<file path="src/sv/tch_pkg.sv">
// shared types, constants and the arctangent table for the heading pipeline
// no dependencies
package tch_pkg;

  localparam int DW = 32;
  localparam int AW = 16;
  localparam int ZW = 18;
  localparam int TABLE_LEN = 24;
  localparam int CORDIC_ITERATIONS_DEF = 16;
  localparam int KINV_Q16 = 39797;
  localparam int QUARTER = 16384;
  localparam int FULL_DEG = 360;
  localparam int MAX_DEG = 359;
  localparam int IN_W = 96;
  localparam int OUT_W = 16;
  localparam int DEG_W = 9;

  typedef logic signed [DW-1:0] dat_t;
  typedef logic [AW-1:0] ang_t;

  function automatic ang_t atan_tab(input logic [4:0] i);
    ang_t r;
    unique case (i)
      5'd0:    r = 16'd8192;
      5'd1:    r = 16'd4836;
      5'd2:    r = 16'd2555;
      5'd3:    r = 16'd1297;
      5'd4:    r = 16'd651;
      5'd5:    r = 16'd326;
      5'd6:    r = 16'd163;
      5'd7:    r = 16'd81;
      5'd8:    r = 16'd41;
      5'd9:    r = 16'd20;
      5'd10:   r = 16'd10;
      5'd11:   r = 16'd5;
      5'd12:   r = 16'd3;
      5'd13:   r = 16'd1;
      5'd14:   r = 16'd1;
      default: r = 16'd0;
    endcase
    return r;
  endfunction

  function automatic dat_t scale17(input logic [16:0] v);
    return {{7{v[16]}}, v, 8'b0};
  endfunction

  function automatic dat_t scale15(input logic [14:0] v);
    return {{9{v[14]}}, v, 8'b0};
  endfunction

endpackage

</file>
<file path="src/sv/tch_gain.sv">
// one register stage that multiplies by the inverse cordic gain
// depends on tch_pkg
module tch_gain #(
  parameter int SB_W = 1
) (
  input  logic                 clk,
  input  logic                 rst_n,
  input  logic                 en,
  input  logic                 in_valid,
  input  tch_pkg::dat_t        in_v,
  input  logic [SB_W-1:0]      in_side,
  output logic                 out_valid,
  output tch_pkg::dat_t        out_v,
  output logic [SB_W-1:0]      out_side
);

  logic signed [48:0] prod;
  logic               valid_r;
  tch_pkg::dat_t      v_r;
  logic [SB_W-1:0]    side_r;

  assign prod = 49'(in_v) * 49'(tch_pkg::KINV_Q16);

  always_ff @(posedge clk) begin
    if (!rst_n) begin
      valid_r <= 1'b0;
    end else if (en) begin
      valid_r <= in_valid;
    end
  end

  always_ff @(posedge clk) begin
    if (en) begin
      v_r    <= prod[47:16];
      side_r <= in_side;
    end
  end

  assign out_valid = valid_r;
  assign out_v     = v_r;
  assign out_side  = side_r;

endmodule

</file>
<file path="config.mk">
export PLATFORM = sky130hd
export DESIGN_NAME = tch_gain
export DESIGN_NICKNAME = d
export VERILOG_FILES = /design/src/sv/tch_pkg.sv /design/src/sv/tch_gain.sv
export SDC_FILE = /design/constraint.sdc
export NUM_CORES = 1
export LEC_CHECK = 0
export BUFFER_PORTS_ARGS = -buffer_cell sky130_fd_sc_hd__buf_2
export CAP_MARGIN = 0
export CORE_ASPECT_RATIO = 0.5
export CORE_MARGIN = 2
export CORE_UTILIZATION = 60
export DETAILED_ROUTE_END_ITERATION = 7
export PLACE_DENSITY = 0.76
export SLEW_MARGIN = 20
export SYNTH_ARGS = -nofsm -noshare
export SYNTH_HDL_FRONTEND = slang
export SYNTH_SLANG_ARGS = --single-unit
</file>
<file path="constraint.sdc">
create_clock -name clk -period 7.2 [get_ports clk]
set_input_delay 0.36 -clock clk [delete_from_list [all_inputs] [get_ports clk]]
set_output_delay 0.36 -clock clk [all_outputs]
set_load 0.05 [all_outputs]
</file>
# Word-level counts from Yosys, hierarchy flattened
# Index checks and enable logic that the tools add are counted.
[op_classes]
addsub = 0
n_mul = 1
n_div = 0
magnitude_cmp = 0
eq_ne = 0
n_shift = 0
muxes = 0
bitwise_logic = 0
reduce_logical = 0
[op_table]
columns = ["op", "n"]
rows = [
  ["32-bit by 17-bit multiplier with 48-bit output, second input constant", 1],
]
[totals]
ff_bits = 34
latchBits = 0
ramBits = 0
rom_bits = 0
input_bits = 37
out_inout_bits = 34
elab_cells = 4
memories = 0

# Logic depth before layout (Yosys ltp)
[depth]
depth_word = 1
ltp_mapped = 21
ltp_nobuf = 20

# Least setup slack after synthesis
# OpenSTA, ideal clock, no wires.
[synth_timing]
kind = "in2reg"
startpoint = "input port in_v[26]"
endpoint = "register v_r[29], in the netlist out_v[29] (data pin)"
setup_ns = 0.262
arrival_time_ns = 4.933
t_required_ns = 6.938
setup_slack_ns = 2.005
cell_stages = 19
path_buffers = 1
path_cell_list = "ha_1 fa_1 inv_1 fa_1 inv_1 fa_1 fa_1 inv_1 fa_1 inv_1 ha_1 buf_2 a21oi_1 o21ai_0 a221oi_1 o211ai_1 a211oi_1 o21ai_1 xor2_1"
[synth_via]
elab_chain_len = 1
[synth_rtl]
columns = ["element", "line_no", "rtl"]
rows = [
  ["start, declared", "tch_gain.sv:10", "input tch_pkg::dat_t in_v,"],
  ["32-bit by 17-bit multiplier with 48-bit output", "tch_gain.sv:22", "assign prod = 49'(in_v) * 49'(tch_pkg::KINV_Q16);"],
  ["net prod[45]", "tch_gain.sv:17", "logic signed [48:0] prod;"],
  ["end signal, assigned", "tch_gain.sv:34", "v_r <= prod[47:16];"],
  ["end, declared", "tch_gain.sv:19", "tch_pkg::dat_t v_r;"],
]
# The timed path passes the listed nets, and every way through them passes these cells.
# A chain may end at the register's enable or synchronous reset.

# Final worst setup path
[layout_timing]
startpoint = "input port in_v[31]"
endpoint = "register v_r[29], in the netlist out_v[29] (data pin)"
# The elaborated chain is that of the path after synthesis.

==> key figures <==
Run status
  – Status: finished clean

Logic synthesis
  – Synth Warn #: 0
  – Async S/R FF share, synth: 0%
  – Synthesized cell area: 12380 um^2
  – Post-synth top flop: edfxtp_1
  – #FFs+latches synth: 34
  – Synth cell types: 58
  – EDFF count, synth: 33
  – Syn_nets: ~1800
  – Post-Synthesis Cells: around 1300
  – Post-synthesis average cell area: around 9.8 um^2
  – Sequential fraction of the synthesis area: a little over 8%

Setup path
  – Crit-path most repeated cell: fa_1
  – Worst Path Arrival: just over 6 ns
  – Buf/Inv on CP: 4
  – Startpoint types: input pin
  – Critical path required time: 7.22 ns
  – CP Capture Type: flip-flop
  – Reg-to-reg critical path endpoint: out_valid
  – Critical-path top delay cell: a2111oi_0
  – R2R depth: 2
  – Critical path, cell by cell: buf_2 > ha_1 > inv_1 > fa_1 > fa_1 > fa_1 > fa_1 > inv_1 > fa_1 > inv_1 > ha_1 > nand4_1 > nor2_1 > nand3_1 > a2111oi_0 > a211oi_1 > o21ai_1 > xor2_1
  – Critical path type: input pin to flip-flop
  – R2r setup slk: 6.60 ns
  – Worst path top cell family by delay: adder cells
  – FF-to-FF Start: out_valid
  – CP max FO: 23
  – Largest stage delay on the critical path: about 0.85 ns

Min path
  – Hold Path Sink: out_side
  – Hold Crit Class: input pin to flip-flop
  – Hold depth: 1
  – Hold wc startpoint: in_side

Die
  – Rows: 37
  – Width of the chip: 207.1 um
  – Die H: 105.6 um
  – Starting density of the core: around three fifths
  – Die area: between 20000 and 25000 um^2
  – Io pins: just over 70
  – Core footprint: 20370 um^2

STA
  – Final setup fails: 0
  – Final clock skew: 0 ns
  – Period Utilization, post-route: between 80% and 90%
  – Sum of negative setup slack: 0 ns
  – Relative slew slack: 29.70%
  – Hold Fails Final Rpt: 0
  – Fmax: 0.1639 GHz
  – RSZ-0062 raised after global routing: no
  – Minimum clock period: a little over 6 ns
  – Actual slew at the worst max-slew pin: just over 1 ns
  – Final Max Slew Viols: 0

Final layout
  – Antenna fix cells: 0
  – Layout cell share with drive strength beyond 1: 6.541%
  – Filler cell count: ~1700
  – Commonest non-fill, non-tap cell in the layout: inv_1
  – Area growth from synthesis to layout: 5.631%
  – Most frequent cells in the layout: inv_1 (339), ha_1 (252), fa_1 (209)
  – Nets: around 1800

Global route
  – Tot GR Track Use: between 20% and 30%
  – Number of global-route vias before repair: between 9000 and 10000
  – GR Overflow Total: 0
  – Initial antenna violation count: 0
  – First-pass GRT wire length: around 49000 um
  – Largest net degree at the start of global routing: 35

Placement
  – Port bufs: 70
  – Dpl hpwl: roughly 26000 um
  – RePlAce Congestion: 0.9861

Drt
  – Avg WL per Cell: about 18 um
  – DR iter-0 viols: ~530
  – Drt pass-1 iters: 5
  – DRC violations left: 0
  – Routed Antenna Nets: 0
  – Via Count: 8803
  – Via density: approximately 5.5
  – Final WL: 28370 um

Run
  – Max_cap viols: 0

Clock tree
  – Max clock buf depth: 2
  – CTS tree: yes
  – Total CTS buffers: 5
  – Clock root buffer: clkbuf_16
  – H-tree lvl count: 2
  – Post-CTS sizing: 0
  – Later-pin clock latency in the skew report: approximately 0.27 ns
  – Post-CTS Hold Fix Bufs: 0
  – Post-CTS setup buffer count: 0
  – CTS Sinks: 34
  – Reg clk slew, reported paths: 0.05 ns
[worst reg2reg max path, delay by kind of cell (launching register included)]
family        cells  cell delay, ns
mux               1            0.12
simple gates      1            0.06
flops             1            0.31
[synthesized netlist by cell type, drive strengths merged, types with 10 or more instances]
cell / n / area [um^2]
a21o: 10 / 75.07
a21oi: 83 / 415.4
buf: 11 / 63.81
edfxtp: 33 / 991.0
fa: 209 / 4184
ha: 252 / 3153
inv: 339 / 1272
nand2: 53 / 198.9
nand3: 11 / 55.05
nand4: 17 / 106.4
nor2: 28 / 105.1
nor2b: 15 / 93.84
o21ai: 34 / 170.2
xnor2: 35 / 306.5
xor2: 51 / 446.7
[metrics by stage]
step	cells	hold slack (ns)	setup slack (ns)	utilization, %	instance area (um^2)
after floorplan	1269	0.4589	2.005	-	12380
after global placement	1595	0.4911	1.154	63.50	12930
after detailed placement	1595	0.5292	1.041	63.50	12930
after CTS	1603	0.2557	1.348	64.18	13070
after global routing	1603	0.2516	0.9342	64.18	13070
final	1603	0.2605	1.100	64.18	13070
[layer usage]
metal	up-vias	wire length [um]	global-route usage, %
met5	-	0	0
met4	0	500	5.051
met3	40	1346	2.801
met2	230	13920	49.95
met1	4362	12600	37.91
li1	4171	-	-
[sequential cells by signal, indices dropped and copies added (netlist names)]
name and count:
out_side 1, out_v 32, out_valid 1
[layout make-up]
cell class / count / area, um^2 / area share (%)
Multi-Input combinational cell: 879 / 9958 / 76.18
Inverter: 339 / 1272 / 9.734
Clock inverter: 2 / 10.01 / 0.07657
Tap cell: 273 / 341.6 / 2.613
Timing Repair Buffer: 70 / 350.3 / 2.680
Clock buffer: 6 / 128.9 / 0.9858
Sequential cell: 34 / 1011 / 7.734
[logic make-up (layout without fill, tap and decap cells)]
kind of cell	after synthesis	count (layout)	synth area share [%]
AOI/OAI and AO/OA	186	186	9.382
xor gates and xnor gates	86	86	6.086
adders and majority gates	461	461	59.29
buffers and inverters	356	417	11.36
DFF	34	34	8.169
muxes	1	1	0.08088
and+or+nand+nor	145	145	5.631
[how the worst max path moves through the flow]
stage	start	endpoint	slack [ns]	cells past startpoint
finish	in_v[31]	out_v[29]	1.10	18
global route	in_v[31]	out_v[29]	0.93	18
CTS	in_v[31]	out_v[29]	1.35	18
detailed placement	in_v[31]	out_v[29]	1.04	18
global placement	in_v[31]	out_v[29]	1.15	18
floorplan	in_v[26]	out_v[29]	2.01	19
Power is left out: the tool's default activity adds up to more than one toggle a clock period on the data nets, which glitch-free logic cannot reach.
