==> src/sv/tch_pkg.sv <==
// shared types, constants and the arctangent table for the heading pipeline
// no dependencies
package tch_pkg;

  localparam int DW = 32;
  localparam int AW = 16;
  localparam int ZW = 18;
  localparam int TABLE_LEN = 24;
  localparam int CORDIC_ITERATIONS_DEF = 16;
  localparam int KINV_Q16 = 39797;
  localparam int QUARTER = 16384;
  localparam int FULL_DEG = 360;
  localparam int MAX_DEG = 359;
  localparam int IN_W = 96;
  localparam int OUT_W = 16;
  localparam int DEG_W = 9;

  typedef logic signed [DW-1:0] dat_t;
  typedef logic [AW-1:0] ang_t;

  function automatic ang_t atan_tab(input logic [4:0] i);
    ang_t r;
    unique case (i)
      5'd0:    r = 16'd8192;
      5'd1:    r = 16'd4836;
      5'd2:    r = 16'd2555;
      5'd3:    r = 16'd1297;
      5'd4:    r = 16'd651;
      5'd5:    r = 16'd326;
      5'd6:    r = 16'd163;
      5'd7:    r = 16'd81;
      5'd8:    r = 16'd41;
      5'd9:    r = 16'd20;
      5'd10:   r = 16'd10;
      5'd11:   r = 16'd5;
      5'd12:   r = 16'd3;
      5'd13:   r = 16'd1;
      5'd14:   r = 16'd1;
      default: r = 16'd0;
    endcase
    return r;
  endfunction

  function automatic dat_t scale17(input logic [16:0] v);
    return {{7{v[16]}}, v, 8'b0};
  endfunction

  function automatic dat_t scale15(input logic [14:0] v);
    return {{9{v[14]}}, v, 8'b0};
  endfunction

endpackage

==> src/sv/tch_rot.sv <==
// pipelined rotation cordic: turns (x, y) by a binary angle, gain included
// depends on tch_pkg
module tch_rot #(
  parameter int N    = tch_pkg::CORDIC_ITERATIONS_DEF,
  parameter int SB_W = 1
) (
  input  logic                 clk,
  input  logic                 rst_n,
  input  logic                 en,
  input  logic                 in_valid,
  input  tch_pkg::dat_t        in_x,
  input  tch_pkg::dat_t        in_y,
  input  tch_pkg::ang_t        in_a,
  input  logic [SB_W-1:0]      in_side,
  output logic                 out_valid,
  output tch_pkg::dat_t        out_x,
  output tch_pkg::dat_t        out_y,
  output logic [SB_W-1:0]      out_side
);

  localparam int ZW = tch_pkg::ZW;

  tch_pkg::dat_t         x_r  [0:N];
  tch_pkg::dat_t         y_r  [0:N];
  logic signed [ZW-1:0]  z_r  [0:N];
  logic [SB_W-1:0]       sd_r [0:N];
  logic                  vl_r [0:N];

  tch_pkg::dat_t        x0, y0;
  logic signed [ZW-1:0] za, z0;

  assign za = ZW'($signed(in_a));

  always_comb begin
    x0 = in_x;
    y0 = in_y;
    z0 = za;
    if (za > ZW'(tch_pkg::QUARTER)) begin
      x0 = -in_y;
      y0 = in_x;
      z0 = za - ZW'(tch_pkg::QUARTER);
    end else if (za < -ZW'(tch_pkg::QUARTER)) begin
      x0 = in_y;
      y0 = -in_x;
      z0 = za + ZW'(tch_pkg::QUARTER);
    end
  end

  always_ff @(posedge clk) begin
    if (!rst_n) begin
      vl_r[0] <= 1'b0;
    end else if (en) begin
      vl_r[0] <= in_valid;
    end
  end

  always_ff @(posedge clk) begin
    if (en) begin
      x_r[0]  <= x0;
      y_r[0]  <= y0;
      z_r[0]  <= z0;
      sd_r[0] <= in_side;
    end
  end

  for (genvar k = 0; k < N; k++) begin : g_it
    tch_pkg::dat_t        dx, dy;
    logic signed [ZW-1:0] t;
    assign dx = x_r[k] >>> k;
    assign dy = y_r[k] >>> k;
    assign t  = ZW'(tch_pkg::atan_tab(5'(k)));

    always_ff @(posedge clk) begin
      if (!rst_n) begin
        vl_r[k+1] <= 1'b0;
      end else if (en) begin
        vl_r[k+1] <= vl_r[k];
      end
    end

    always_ff @(posedge clk) begin
      if (en) begin
        if (!z_r[k][ZW-1]) begin
          x_r[k+1] <= x_r[k] - dy;
          y_r[k+1] <= y_r[k] + dx;
          z_r[k+1] <= z_r[k] - t;
        end else begin
          x_r[k+1] <= x_r[k] + dy;
          y_r[k+1] <= y_r[k] - dx;
          z_r[k+1] <= z_r[k] + t;
        end
        sd_r[k+1] <= sd_r[k];
      end
    end
  end

  assign out_valid = vl_r[N];
  assign out_x     = x_r[N];
  assign out_y     = y_r[N];
  assign out_side  = sd_r[N];

endmodule

==> config.mk <==
export PLATFORM = sky130hd
export DESIGN_NAME = tch_rot
export DESIGN_NICKNAME = d
export VERILOG_FILES = /design/src/sv/tch_pkg.sv /design/src/sv/tch_rot.sv
export SDC_FILE = /design/constraint.sdc
export NUM_CORES = 2
export LEC_CHECK = 0
export BUFFER_PORTS_ARGS = -buffer_cell sky130_fd_sc_hd__buf_4
export CAP_MARGIN = 20
export CORE_MARGIN = 1.5
export CORE_UTILIZATION = 30
export CTS_CLUSTER_DIAMETER = 80
export DETAILED_ROUTE_END_ITERATION = 6
export GPL_ROUTABILITY_DRIVEN = 0
export GPL_TIMING_DRIVEN = 0
export PLACE_DENSITY = 0.48
export SYNTH_ARGS = -nofsm -noshare
export SYNTH_HDL_FRONTEND = slang
export SYNTH_SLANG_ARGS = --single-unit
==> constraint.sdc <==
create_clock -name clk -period 5.5 [get_ports clk]
set_clock_uncertainty 0.2 [all_clocks]
set_input_delay 0.55 -clock clk [delete_from_list [all_inputs] [get_ports clk]]
set_output_delay 0.55 -clock clk [all_outputs]
set_load 0.1 [all_outputs]
* Word level (Yosys, flattened, before mapping) *
Memory sizes are Yosys's and may differ from the RTL's.
Cells that the tools add are included.

cells by class
  add/sub/neg operators = 97
  magnitude comparators = 2
  multiplexer cells = 172
  bitwise logic cells = 65

operator list
  kind              count
  $mux 32           36
  $mux 18           18
  $mux 1            118
  $or 1x1->1        65
  $add 32x17->32    2
  $add 32x18->32    2
  $add 32x19->32    2
  $add 32x20->32    2
  $add 32x21->32    2
  $add 32x22->32    2
  $add 32x23->32    2
  $add 32x24->32    2
  $add 32x25->32    2
  $add 32x26->32    2
  $add 32x27->32    2
  $add 32x28->32    2
  $add 32x29->32    2
  $add 32x30->32    2
  $add 32x31->32    2
  $neg 32->32       2
  $sub 32x17->32    2
  $sub 32x18->32    2
  $sub 32x19->32    2
  $sub 32x20->32    2
  other kinds (45)  59

storage, ports and cells
  flip-flop bits (word level) = 0
  bits in writable memories = 1428
  output and inout port bits = 66
  logic and storage cells = 341
  memories = 5

memory list
  name  depth  width  read ports  clocked after memory_dff  wr ports  line           text
  x_r   17     32     17          0                         17        tch_rot.sv:23  tch_pkg::dat_t x_r [0:N];
  y_r   17     32     17          0                         17        tch_rot.sv:24  tch_pkg::dat_t y_r [0:N];
  z_r   17     18     16          0                         17        tch_rot.sv:25  logic signed [ZW-1:0] z_r [0:N];
  sd_r  17     1      17          0                         17        tch_rot.sv:26  logic [SB_W-1:0] sd_r [0:N];
  vl_r  17     1      17          0                         17        tch_rot.sv:27  logic vl_r [0:N];

* Longest topological paths before layout *
An unclocked memory read counts as a cell.

  depth in word-level cells = 5
  depth in mapped cells = 23
  gate-level depth less buffers = 23

* Worst setup path before layout *
OpenSTA, ideal clock, no wires.

  path kind = input port to flip-flop
  from = in en
  to = mem x_r[4][30] in the netlist's numbering (data pin)
  setup time = 263 ps
  data arrival time = 4975 ps
  data required time = 5037 ps
  setup slack = 62 ps
  stages = 20
  cells stage by stage = clkbuf_1 > clkbuf_1 > nand2_1 > inv_1 > clkbuf_1 > clkbuf_1 > nor2_1 > xor2_1 > ha_1 > a211oi_1 > o21ai_1 > a21oi_1 > nor3_1 > o41ai_1 > a21oi_1 > o41a_1 > a32o_1 > a211o_1 > a311oi_1 > xnor2_1

RTL lines
  element             line           text
  start: declaration  tch_rot.sv:9   input logic en,
  end: declaration    tch_rot.sv:23

==> results_dict.tcl <==
set metrics [dict create \
    worstSetupPathType "reg2reg" \
    antenna_found_initial 6 \
    dpl.cell_count 17941 \
    drv_slew 0 \
    crit_path_start_kind "register" \
    gr-usage-met3_pct 2.40 \
    synth_edf_count 1390 \
    grt_max_degree 68 \
    grt_pass1_wl_um 528000 \
    hpwl_um 277000 \
    cts-root-buf "clkbuf_16" \
    ys_ff_latch 1391 \
    top_usage_layer "met2" \
    finalCritPeriodShare_pct 97.4 \
    final_common_cell "edfxtp_1" \
    worst_slew_pin_slew_ns 1.18 \
    netlist_area_mm2 0.119 \
    drtAntennaViolNets 0 \
    cp_slowest_cell "or3b_2" \
    port-buffer-count 145 \
    slew_headroom_pct 20.8 \
    path_buf_inv 1 \
    synthArstFlopShare_pct 0 \
    met2_usage_pct 26.5 \
    area_growth_pct 14.0 \
    layout-drive-gt1-share_pct 6.18 \
    setup_viol 0 \
    cap_violations 0 \
    use_met1_pct 23.6 \
    cp_data_arrival_time_ns 5.81 \
    yosysSeqAreaShare_pct 35.1 \
    start_util_pct 30.1 \
    cpMostUsedCell "or3b_2" \
    layoutNonFillerInstCount 18434 \
    nNetsFinal 14560 \
    outcome "completed" \
    first_global_vias 89937 \
    path_cells "or3_1, or3b_2, or2_2, or3b_2, nor2_2, a21oi_4, mux2i_4, ha_1, nand4_1, nor2_1, a41o_1, o41ai_4, buf_4, o21ai_4, a2111oi_2, nor3_1, xnor2_1" \
    finalWorstPathRequiredPeriod_ns 5.36 \
    drc_errors 0 \
    htree_levels 4 \
    drtPass1Iterations 6 \
    fmax_mhz 187 \
    rows 231 \
    endpoint_kind "register" \
    cp_slowest_stage_delay_ns 0.50 \
    max-clock-path-buffers 4 \
    avgRoutedWirePerCell_um 18.7 \
    syn_inst 12522 \
    grt_overflow 0 \
    path_delay_family "simple AND/OR/NAND/NOR gates" \
    clk_pin_slew_ns 0.05 \
    pin_count 151 \
    hp-class "in2reg" \
    die_w_um 633 \
    synth_ff_type "edfxtp_1" \
    cts_sinks 1391 \
    routed_wl_um 345000 \
    syn_area_per_cell_um2 9.50 \
    dieArea_mm2 0.400 \
    grt_use_total_pct 16.6 \
    fp.dieH_um 633 \
    yosysUniqueCellTypes 89 \
    core_mm2 0.395 \
    vias_per_cell 5.14 \
    cts-buffers-inserted 179 \
    hold_viol 0 \
    fill_cells 40601 \
    cp.required_ns 5.96 \
    via_count 94769 \
    postLayoutCoreUtil_pct 34.3 \
    cts_tree "built" \
    crit_fanout 8 \
    drt_iter0_drc 6399 \
    yosys_warnings 0 \
    syn_nets 14039 \
    most-common-layout-cells "edfxtp_1 (1390), ha_1 (1384), a21oi_1 (1314), xnor2_1 (1149), nor2_1 (962)" \
    insertion_delay_ns 0.92 \
]
-- cell families after synthesis --
logic type,after synthesis,share of synthesized area [%]
compound gates,3733,19.6
simple gates,3210,13.1
xor+xnor,1780,13.1
fa+ha+maj,1432,15.4
flops,1391,35.1
buf+inv,860,2.73
mux,116,1.02
-- cells in the mapped netlist, types with 65 or more instances --
cell | n | area share (%)
nor2b_1 | 152 | 0.80
a211oi_1 | 102 | 0.64
o21ai_0 | 680 | 2.9
xor2_1 | 630 | 4.6
o21bai_1 | 187 | 1.2
edfxtp_1 | 1390 | 35
nand2_1 | 724 | 2.3
nor4_1 | 96 | 0.51
mux2i_1 | 73 | 0.61
nand2b_1 | 188 | 0.99
ha_1 | 1385 | 15
a21o_1 | 539 | 3.4
o21a_1 | 125 | 0.79
a21oi_1 | 1326 | 5.6
nor2_1 | 964 | 3.0
inv_1 | 571 | 1.8
o31ai_1 | 136 | 0.86
nor3_1 | 288 | 1.2
o41ai_1 | 65 | 0.48
nand4_1 | 101 | 0.53
or3_1 | 106 | 0.56
clkbuf_1 | 244 | 0.77
a31oi_1 | 130 | 0.68
nand3_1 | 233 | 0.98
and3_1 | 102 | 0.54
xnor2_1 | 1150 | 8.5
-- sequential cells by signal, indices dropped and copies added, names as in the netlist --
| register | count |
|---|---|
| x_r | 543 |
| sd_r | 17 |
| z_r | 270 |
| y_r | 544 |
| vl_r | 17 |
-- stage by stage --
step                      setup WS, ns  instance area (µm²)  TNS (ns)  hold WS [ns]
after floorplan                 0.0623               119000         0         0.200
after global placement           -6.05               127000  -7344.33         0.201
after detailed placement         -3.65               127000  -1289.49         0.206
after CTS                      0.00273               135000         0        0.0579
after global routing          -0.00402               136000  -0.00615         0.114
final                            0.144               136000         0         0.169
-- worst register-to-register path, cell delays in order, from the launching register on --
cell and delay, ns:
edfxtp_1 0.46, or3_1 0.39, or3b_2 0.48, or2_2 0.31, or3b_2 0.50, nor2_2 0.16, a21oi_4 0.15, mux2i_4 0.25
ha_1 0.33, nand4_1 0.19, nor2_1 0.08, a41o_1 0.30, o41ai_4 0.30, buf_4 0.23, o21ai_4 0.11, a2111oi_2 0.40
nor3_1 0.13, xnor2_1 0.15
-- layout make-up --
type / instances / area (µm²) / share of cell area, %
inverters: 583 / 2210 / 1.63
clock buffers: 219 / 4690 / 3.46
repair buffers: 345 / 3430 / 2.53
diodes: 6 / 15.0 / 0.0111
flip-flops and latches: 1391 / 41800 / 30.8
clock inverters: 105 / 1010 / 0.742
well taps: 5242 / 6560 / 4.84
plain buffers: 271 / 1250 / 0.919
multi-input cells: 10272 / 74600 / 55.1
-- worst paths after layout --
kind,start,cells after the start,end,slack [ns]
worst max-delay path,x_r[15][19],17,y_r[16][31],0.14
worst min-delay path,in_side,2,sd_r[0][0],0.17
worst max register to register,x_r[15][19],17,y_r[16][31],0.14
worst min register to register,z_r[0][9],0,z_r[1][9],0.22
-- routing by layer --
metal | wire length, µm | up-vias
li1 | - | 47260
met1 | 166000 | 45158
met2 | 153000 | 2018
met3 | 18800 | 333
met4 | 6620 | 0
met5 | 0 | -
-- timing repair --
action	in CTS	in global routing
cloned	1	1
resized for setup	149	109
hold endpoints to repair	154	0
setup buffers	15	12
hold buffers	137	0
pin swaps	4	5
endpoints found under the setup margin	614	111
Power is left out: the tool's default activity adds up to more than one toggle a clock period on the data nets, which glitch-free logic cannot reach.
