File: config.mk
export PLATFORM = sky130hd
export DESIGN_NAME = tch_vec
export DESIGN_NICKNAME = d
export VERILOG_FILES = /design/src/sv/tch_pkg.sv /design/src/sv/tch_vec.sv
export SDC_FILE = /design/constraint.sdc
export NUM_CORES = 2
export LEC_CHECK = 0
export ABC_AREA = 0
export ABC_CLOCK_PERIOD_IN_PS = 8600
export BUFFER_PORTS_ARGS = -buffer_cell sky130_fd_sc_hd__buf_4
export CORE_ASPECT_RATIO = 0.7
export CORE_MARGIN = 5
export CORE_UTILIZATION = 40
export CTS_CLUSTER_DIAMETER = 120
export DETAILED_ROUTE_END_ITERATION = 8
export GPL_TIMING_DRIVEN = 0
export REMOVE_ABC_BUFFERS = 1
export SETUP_SLACK_MARGIN = 0.15
export SLEW_MARGIN = 20
export SYNTH_ARGS = -nofsm -noshare
export SYNTH_HDL_FRONTEND = slang
export SYNTH_SLANG_ARGS = --single-unit
export TNS_END_PERCENT = 30
File: constraint.sdc
create_clock -name clk -period 8.6 [get_ports clk]
set_input_delay 1.29 -clock clk [delete_from_list [all_inputs] [get_ports clk]]
set_output_delay 1.29 -clock clk [all_outputs]
set_load 0.005 [all_outputs]
File: src/sv/tch_pkg.sv
// shared types, constants and the arctangent table for the heading pipeline
// no dependencies
package tch_pkg;

  localparam int DW = 32;
  localparam int AW = 16;
  localparam int ZW = 18;
  localparam int TABLE_LEN = 24;
  localparam int CORDIC_ITERATIONS_DEF = 16;
  localparam int KINV_Q16 = 39797;
  localparam int QUARTER = 16384;
  localparam int FULL_DEG = 360;
  localparam int MAX_DEG = 359;
  localparam int IN_W = 96;
  localparam int OUT_W = 16;
  localparam int DEG_W = 9;

  typedef logic signed [DW-1:0] dat_t;
  typedef logic [AW-1:0] ang_t;

  function automatic ang_t atan_tab(input logic [4:0] i);
    ang_t r;
    unique case (i)
      5'd0:    r = 16'd8192;
      5'd1:    r = 16'd4836;
      5'd2:    r = 16'd2555;
      5'd3:    r = 16'd1297;
      5'd4:    r = 16'd651;
      5'd5:    r = 16'd326;
      5'd6:    r = 16'd163;
      5'd7:    r = 16'd81;
      5'd8:    r = 16'd41;
      5'd9:    r = 16'd20;
      5'd10:   r = 16'd10;
      5'd11:   r = 16'd5;
      5'd12:   r = 16'd3;
      5'd13:   r = 16'd1;
      5'd14:   r = 16'd1;
      default: r = 16'd0;
    endcase
    return r;
  endfunction

  function automatic dat_t scale17(input logic [16:0] v);
    return {{7{v[16]}}, v, 8'b0};
  endfunction

  function automatic dat_t scale15(input logic [14:0] v);
    return {{9{v[14]}}, v, 8'b0};
  endfunction

endpackage

File: src/sv/tch_vec.sv
// pipelined vectoring cordic: angle and scaled length of (x, y)
// depends on tch_pkg
module tch_vec #(
  parameter int N    = tch_pkg::CORDIC_ITERATIONS_DEF,
  parameter int SB_W = 1
) (
  input  logic                 clk,
  input  logic                 rst_n,
  input  logic                 en,
  input  logic                 in_valid,
  input  tch_pkg::dat_t        in_x,
  input  tch_pkg::dat_t        in_y,
  input  logic [SB_W-1:0]      in_side,
  output logic                 out_valid,
  output tch_pkg::ang_t        out_z,
  output tch_pkg::dat_t        out_len,
  output logic [SB_W-1:0]      out_side
);

  tch_pkg::dat_t   x_r  [0:N];
  tch_pkg::dat_t   y_r  [0:N];
  tch_pkg::ang_t   z_r  [0:N];
  logic            zf_r [0:N];
  logic [SB_W-1:0] sd_r [0:N];
  logic            vl_r [0:N];

  tch_pkg::dat_t x0, y0;
  tch_pkg::ang_t z0;

  always_comb begin
    x0 = in_x;
    y0 = in_y;
    z0 = '0;
    if (in_x[tch_pkg::DW-1]) begin
      if (!in_y[tch_pkg::DW-1]) begin
        x0 = in_y;
        y0 = -in_x;
        z0 = tch_pkg::AW'(tch_pkg::QUARTER);
      end else begin
        x0 = -in_y;
        y0 = in_x;
        z0 = -tch_pkg::AW'(tch_pkg::QUARTER);
      end
    end
  end

  always_ff @(posedge clk) begin
    if (!rst_n) begin
      vl_r[0] <= 1'b0;
    end else if (en) begin
      vl_r[0] <= in_valid;
    end
  end

  always_ff @(posedge clk) begin
    if (en) begin
      x_r[0]  <= x0;
      y_r[0]  <= y0;
      z_r[0]  <= z0;
      zf_r[0] <= (in_x == '0) && (in_y == '0);
      sd_r[0] <= in_side;
    end
  end

  for (genvar k = 0; k < N; k++) begin : g_it
    tch_pkg::dat_t dx, dy;
    tch_pkg::ang_t t;
    assign dx = x_r[k] >>> k;
    assign dy = y_r[k] >>> k;
    assign t  = tch_pkg::atan_tab(5'(k));

    always_ff @(posedge clk) begin
      if (!rst_n) begin
        vl_r[k+1] <= 1'b0;
      end else if (en) begin
        vl_r[k+1] <= vl_r[k];
      end
    end

    always_ff @(posedge clk) begin
      if (en) begin
        if (!y_r[k][tch_pkg::DW-1]) begin
          x_r[k+1] <= x_r[k] + dy;
          y_r[k+1] <= y_r[k] - dx;
          z_r[k+1] <= z_r[k] + t;
        end else begin
          x_r[k+1] <= x_r[k] - dy;
          y_r[k+1] <= y_r[k] + dx;
          z_r[k+1] <= z_r[k] - t;
        end
        zf_r[k+1] <= zf_r[k];
        sd_r[k+1] <= sd_r[k];
      end
    end
  end

  assign out_valid = vl_r[N];
  assign out_z     = zf_r[N] ? '0 : z_r[N];
  assign out_len   = x_r[N];
  assign out_side  = sd_r[N];

endmodule

; Word-level counts from Yosys, hierarchy flattened
; Memories as Yosys holds them, arrays and structs flattened.
; Index checks and enable logic that the tools add are counted.
[totals]
register_bits = 0
latch_bits = 0
mem_bits_rw = 1411
mem_bits_ro = 0
input_bits = 69
output_inout_bits = 50
memories = 6
[classes]
n_addsub = 95
multipliers = 0
div = 0
magnitude_cmp = 0
n_eq_ne = 0
shift = 0
n_mux = 173
bitwise = 65
n_reduce_logical = 3
[mem_list]
columns = memory, depth, width, read_ports, rd_clocked_by_memory_dff, wr, line_no
row1 = x_r, 17, 32, 17, 0, 17, tch_vec.sv:20  ; tch_pkg::dat_t x_r [0:N];
row2 = y_r, 17, 32, 16, 0, 17, tch_vec.sv:21  ; tch_pkg::dat_t y_r [0:N];
row3 = z_r, 17, 16, 17, 0, 17, tch_vec.sv:22  ; tch_pkg::ang_t z_r [0:N];
row4 = sd_r, 17, 1, 17, 0, 17, tch_vec.sv:24  ; logic [SB_W-1:0] sd_r [0:N];
row5 = vl_r, 17, 1, 17, 0, 17, tch_vec.sv:25  ; logic vl_r [0:N];
row6 = zf_r, 17, 1, 17, 0, 17, tch_vec.sv:23  ; logic zf_r [0:N];
[ops]
columns = cell, count
row1 = 32-bit two-way mux, 36
row2 = 16-bit two-way mux, 19
row3 = 1-bit two-way mux, 118
row4 = 1-bit OR, 65
row5 = 32-bit by 17-bit adder with 32-bit output, 2
row6 = 32-bit by 18-bit adder with 32-bit output, 2
row7 = 32-bit by 19-bit adder with 32-bit output, 2
row8 = 32-bit by 20-bit adder with 32-bit output, 2
row9 = 32-bit by 21-bit adder with 32-bit output, 2
row10 = 32-bit by 22-bit adder with 32-bit output, 2
row11 = 32-bit by 23-bit adder with 32-bit output, 2
row12 = 32-bit by 24-bit adder with 32-bit output, 2
row13 = 32-bit by 25-bit adder with 32-bit output, 2
row14 = 32-bit by 26-bit adder with 32-bit output, 2
row15 = 32-bit by 27-bit adder with 32-bit output, 2
row16 = 32-bit by 28-bit adder with 32-bit output, 2
row17 = 32-bit by 29-bit adder with 32-bit output, 2
row18 = 32-bit by 30-bit adder with 32-bit output, 2
row19 = 32-bit by 31-bit adder with 32-bit output, 2
row20 = 32-bit logical NOT, 2
row21 = 32-bit negator, 2
row22 = 32-bit by 17-bit subtractor with 32-bit output, 2
row23 = 32-bit by 18-bit subtractor with 32-bit output, 2
row24 = 32-bit by 19-bit subtractor with 32-bit output, 2
row25 = 43 further kinds, 58

; Depth between registers and ports, before layout
; An unclocked memory read counts as a cell.
[depth]
ltp_word = 5
mapped_depth = 22
mapped_depth_nobuf = 21

; Worst setup path before layout
; OpenSTA, ideal clock, no wires.
[synth_path]
path_type = input -> register
startpoint = input port en
endpoint = memory x_r[14][29] (netlist bit), data pin
t_arrival_ps = 5628
required_time_ps = 8342
path_slack_ps = 2714
cell_stages = 18
n_path_buf = 3
path_cell_list = clkbuf_1 -> clkbuf_1 -> nand2_1 -> inv_1 -> buf_1 -> nor2_1 -> xnor2_1 -> ha_1 -> a21o_1 -> or3_1 -> o221a_2 -> o41ai_1 -> o21ai_0 -> a221oi_1 -> o21ai_0 -> a21o_1 -> a21oi_1 -> xnor2_1
[synth_lines]
columns = item, line_no
row1 = from (decl), tch_vec.sv:9  ; input logic en,
row2 = to (decl), tch_vec.sv:20

==> results.md <==
* Postcts setup bufs at 0
* Setup crit end kind: flop
* Num CTS Buffers at 156
* TritonCTS clock tree: done
* Min-delay worst type: reg2reg
* Synth Area in Compound Gates at 0.193
* FF+latch area at 39200 um2
* Slew HR at 0.180
* Final Hold Fails at 0
* Synth Register Bits at 1307
* Post-route ant nets at 0
* DP HPWL at 251000 um
* Wire length per cell at 20.1 um
* Drt drc at 0
* Dpl cell area at 117000 um2
* Area Growth Syn to Fin at 8.96%
* YS warnings at 0
* Simple-Gate Fraction of Synth Area at 0.134
* Initial antenna violation count at 26
* RSZ-0062 raised after global routing: false
* Clk slew on worst S/H paths at 60 ps
* Max Cap Viol at 0
* Fin area at 122000 um2
* GRT Total Usage at 0.207
* Die area at 290000 um2
* Sequential area share after synthesis at 0.351
* Syn_area_per_cell at 9.46 um2
* I/O Buffers at 117
* CP arrival at 8580 ps
* Mux cell area share after synthesis at 0.00626
* Clock latency on the worst-skew pair at 860 ps
* Setup Skew at 85.7 ps
* Cell variety after synth at 93
* Htree depth at 4
* Via density at 5.69
* Initial core utilization at 0.402
* First-pass GRT wire length at 487000 um
* Die W at 642 um
* Top Ports at 119
* Share of cells above drive strength 1 at 0.0427
* Nets at 13300
* Gpl congestion at 0.923
* Root Buffer: clkbuf_16
* Drt first pass iters at 7
* Synthesized area at 112000 um2
* Multi-input logic area at 69700 um2
* FP Rows at 162
* Largest net degree at the start of global routing at 163
* Crit path max fanout at 131
* Initial DRC count at 8286
* Vias in the first global route at 83800
* Count of flip-flops with a built-in enable after synthesis at 1306
* Slew Limit Fails at 0
* Synthesized instance count at 11800
* Main combinational cell family by area after synthesis: compound AO/OA/AOI/OAI gates
* Core ar. at 278000 um2
* Final Setup Violations at 0
* Asr flop ratio synth at 0
* Outcome: finished, final reports clean
* XOR/XNOR Fraction of Synth Area at 0.136
* FMAX at 125 MHz
* Period utilization at 0.929
* Final wirelength at 314000 um
* Min Tclk post-route at 7990 ps
* Adder-Cell Fraction of Synth Area at 0.153
* Slew at the pin closest to its max-slew limit at 1220 ps
* Die span in y at 452 um
* CP required at 9200 ps
* Clk buf depth at 4
* Setup crit start kind: primary input
* Fill cells at 26600
* # clock sinks at 1307
* Main synth FF type: edfxtp_1
* Post-layout util at 0.438
* Remaining global-route overflow at 0
* Worst Setup Path Type: in2reg
* DR vias at 89100
[cells in the mapped netlist (24+ instances only)]
master / instances / share of area
a211oi_1: 57 / 0.0038
a21boi_0: 46 / 0.0031
a21o_1: 491 / 0.033
a21oi_1: 1189 / 0.053
a311oi_1: 24 / 0.0019
a31o_2: 29 / 0.0023
a31oi_1: 101 / 0.0057
and2_1: 56 / 0.0031
and3_1: 86 / 0.0048
buf_1: 34 / 0.0011
clkbuf_1: 212 / 0.0071
edfxtp_1: 1306 / 0.35
fa_1: 42 / 0.0075
ha_1: 1299 / 0.15
inv_1: 537 / 0.018
mux2i_1: 53 / 0.0047
nand2_1: 755 / 0.025
nand2b_1: 200 / 0.011
nand3_1: 183 / 0.0082
nand3b_1: 31 / 0.0021
nand4_1: 88 / 0.0049
nor2_1: 950 / 0.032
nor2b_1: 180 / 0.010
nor3_1: 259 / 0.012
nor3b_1: 26 / 0.0017
nor4_1: 85 / 0.0048
o211ai_1: 43 / 0.0029
o21a_1: 131 / 0.0088
o21ai_0: 731 / 0.033
o21bai_1: 160 / 0.011
o31ai_1: 129 / 0.0087
o41ai_1: 64 / 0.0050
or2_2: 37 / 0.0021
or3_1: 83 / 0.0046
or4_1: 39 / 0.0026
xnor2_1: 1109 / 0.087
xor2_1: 628 / 0.049
[worst max-delay path, stage by stage]
cell	delay, ps
buf_16	300
buf_16	340
buf_16	540
nand2_1	760
clkinv_2	760
nor2_1	130
xnor2_1	590
ha_1	400
a21o_1	200
or3_1	320
o221a_2	260
o41ai_1	800
o21ai_0	470
a21oi_1	470
o31ai_1	170
a21o_1	200
a21oi_1	160
xnor2_1	90
[stage by stage]
| step | TNS [ps] | worst slack (ps) | cells | hold slack, ps |
|---|---|---|---|---|
| 4_1_cts | 0 | 177 | 15700 | 372 |
| 5_1_grt | 0 | 141 | 15700 | 372 |
| 6_report | 0 | 612 | 15700 | 374 |
| 3_5_place_dp | -16290 | -1060 | 15400 | 405 |
| 2_1_floorplan | 0 | 2850 | 11600 | 400 |
| 3_3_place_gp | - | -17990 | 15400 | 401 |
[cells in the final DEF (no fill, tap or decap), types with 183 or more instances in the layout]
cell      instances
xnor2_1        1100
inv_1           525
edfxtp_1       1306
nor2_1          948
a21oi_1        1189
nand2b_1        200
nor3_1          259
nand2_1         744
ha_1           1299
a21o_1          491
o21ai_0         731
nand3_1         183
xor2_1          626
[final timing paths]
| path | from | endpoint | slack [ps] | cells past startpoint |
|---|---|---|---|---|
| max | en | x_r[13][29] | 610 | 18 |
| min | zf_r[0][4] | zf_r[0][5] | 370 | 0 |
| max reg2reg | y_r[12][31] | x_r[13][29] | 1920 | 15 |
| min reg2reg | zf_r[0][4] | zf_r[0][5] | 370 | 0 |
[state kept, by name, summed over array words and instances (netlist names)]
signal / cells
z_r: 216
vl_r: 17
y_r: 497
sd_r: 17
zf_r: 17
x_r: 543
[final cells by class]
cell class	count	area share
Multi-Input combinational cell	9718	0.572
Clock buffer	179	0.0331
Timing Repair Buffer	133	0.0107
Tap cell	3690	0.0379
Inverter	542	0.0168
Antenna cell	5	0.000103
Clock inverter	86	0.00695
Sequential cell	1307	0.322
[routing by layer]
| metal | track usage | routed length, um | up-vias | share of wire |
|---|---|---|---|---|
| li1 | - | - | 43400 | - |
| met1 | 0.324 | 158000 | 42800 | 0.50 |
| met2 | 0.294 | 125000 | 2616 | 0.40 |
| met3 | 0.0432 | 25800 | 323 | 0.082 |
| met4 | 0.0357 | 5000 | 16 | 0.016 |
| met5 | 0 | 72 | - | 0.00023 |
[logic make-up after synthesis]
family,count (synthesis)
adders and majority gates,1341
and+or+nand+nor,3113
muxes,68
xor gates and xnor gates,1737
buffers and inverters,793
AOI/OAI and AO/OA,3458
DFF,1307
other,1
[what timing repair did]
action                     CTS  global route
gates resized for setup      2             4
hold buffers                 0             0
pin swaps                    0             0
setup endpoints to repair    6            17
cloned                       0             0
Power is not shown: default switching activity piles up to over one toggle a cycle in this logic, so the estimate is an artifact.
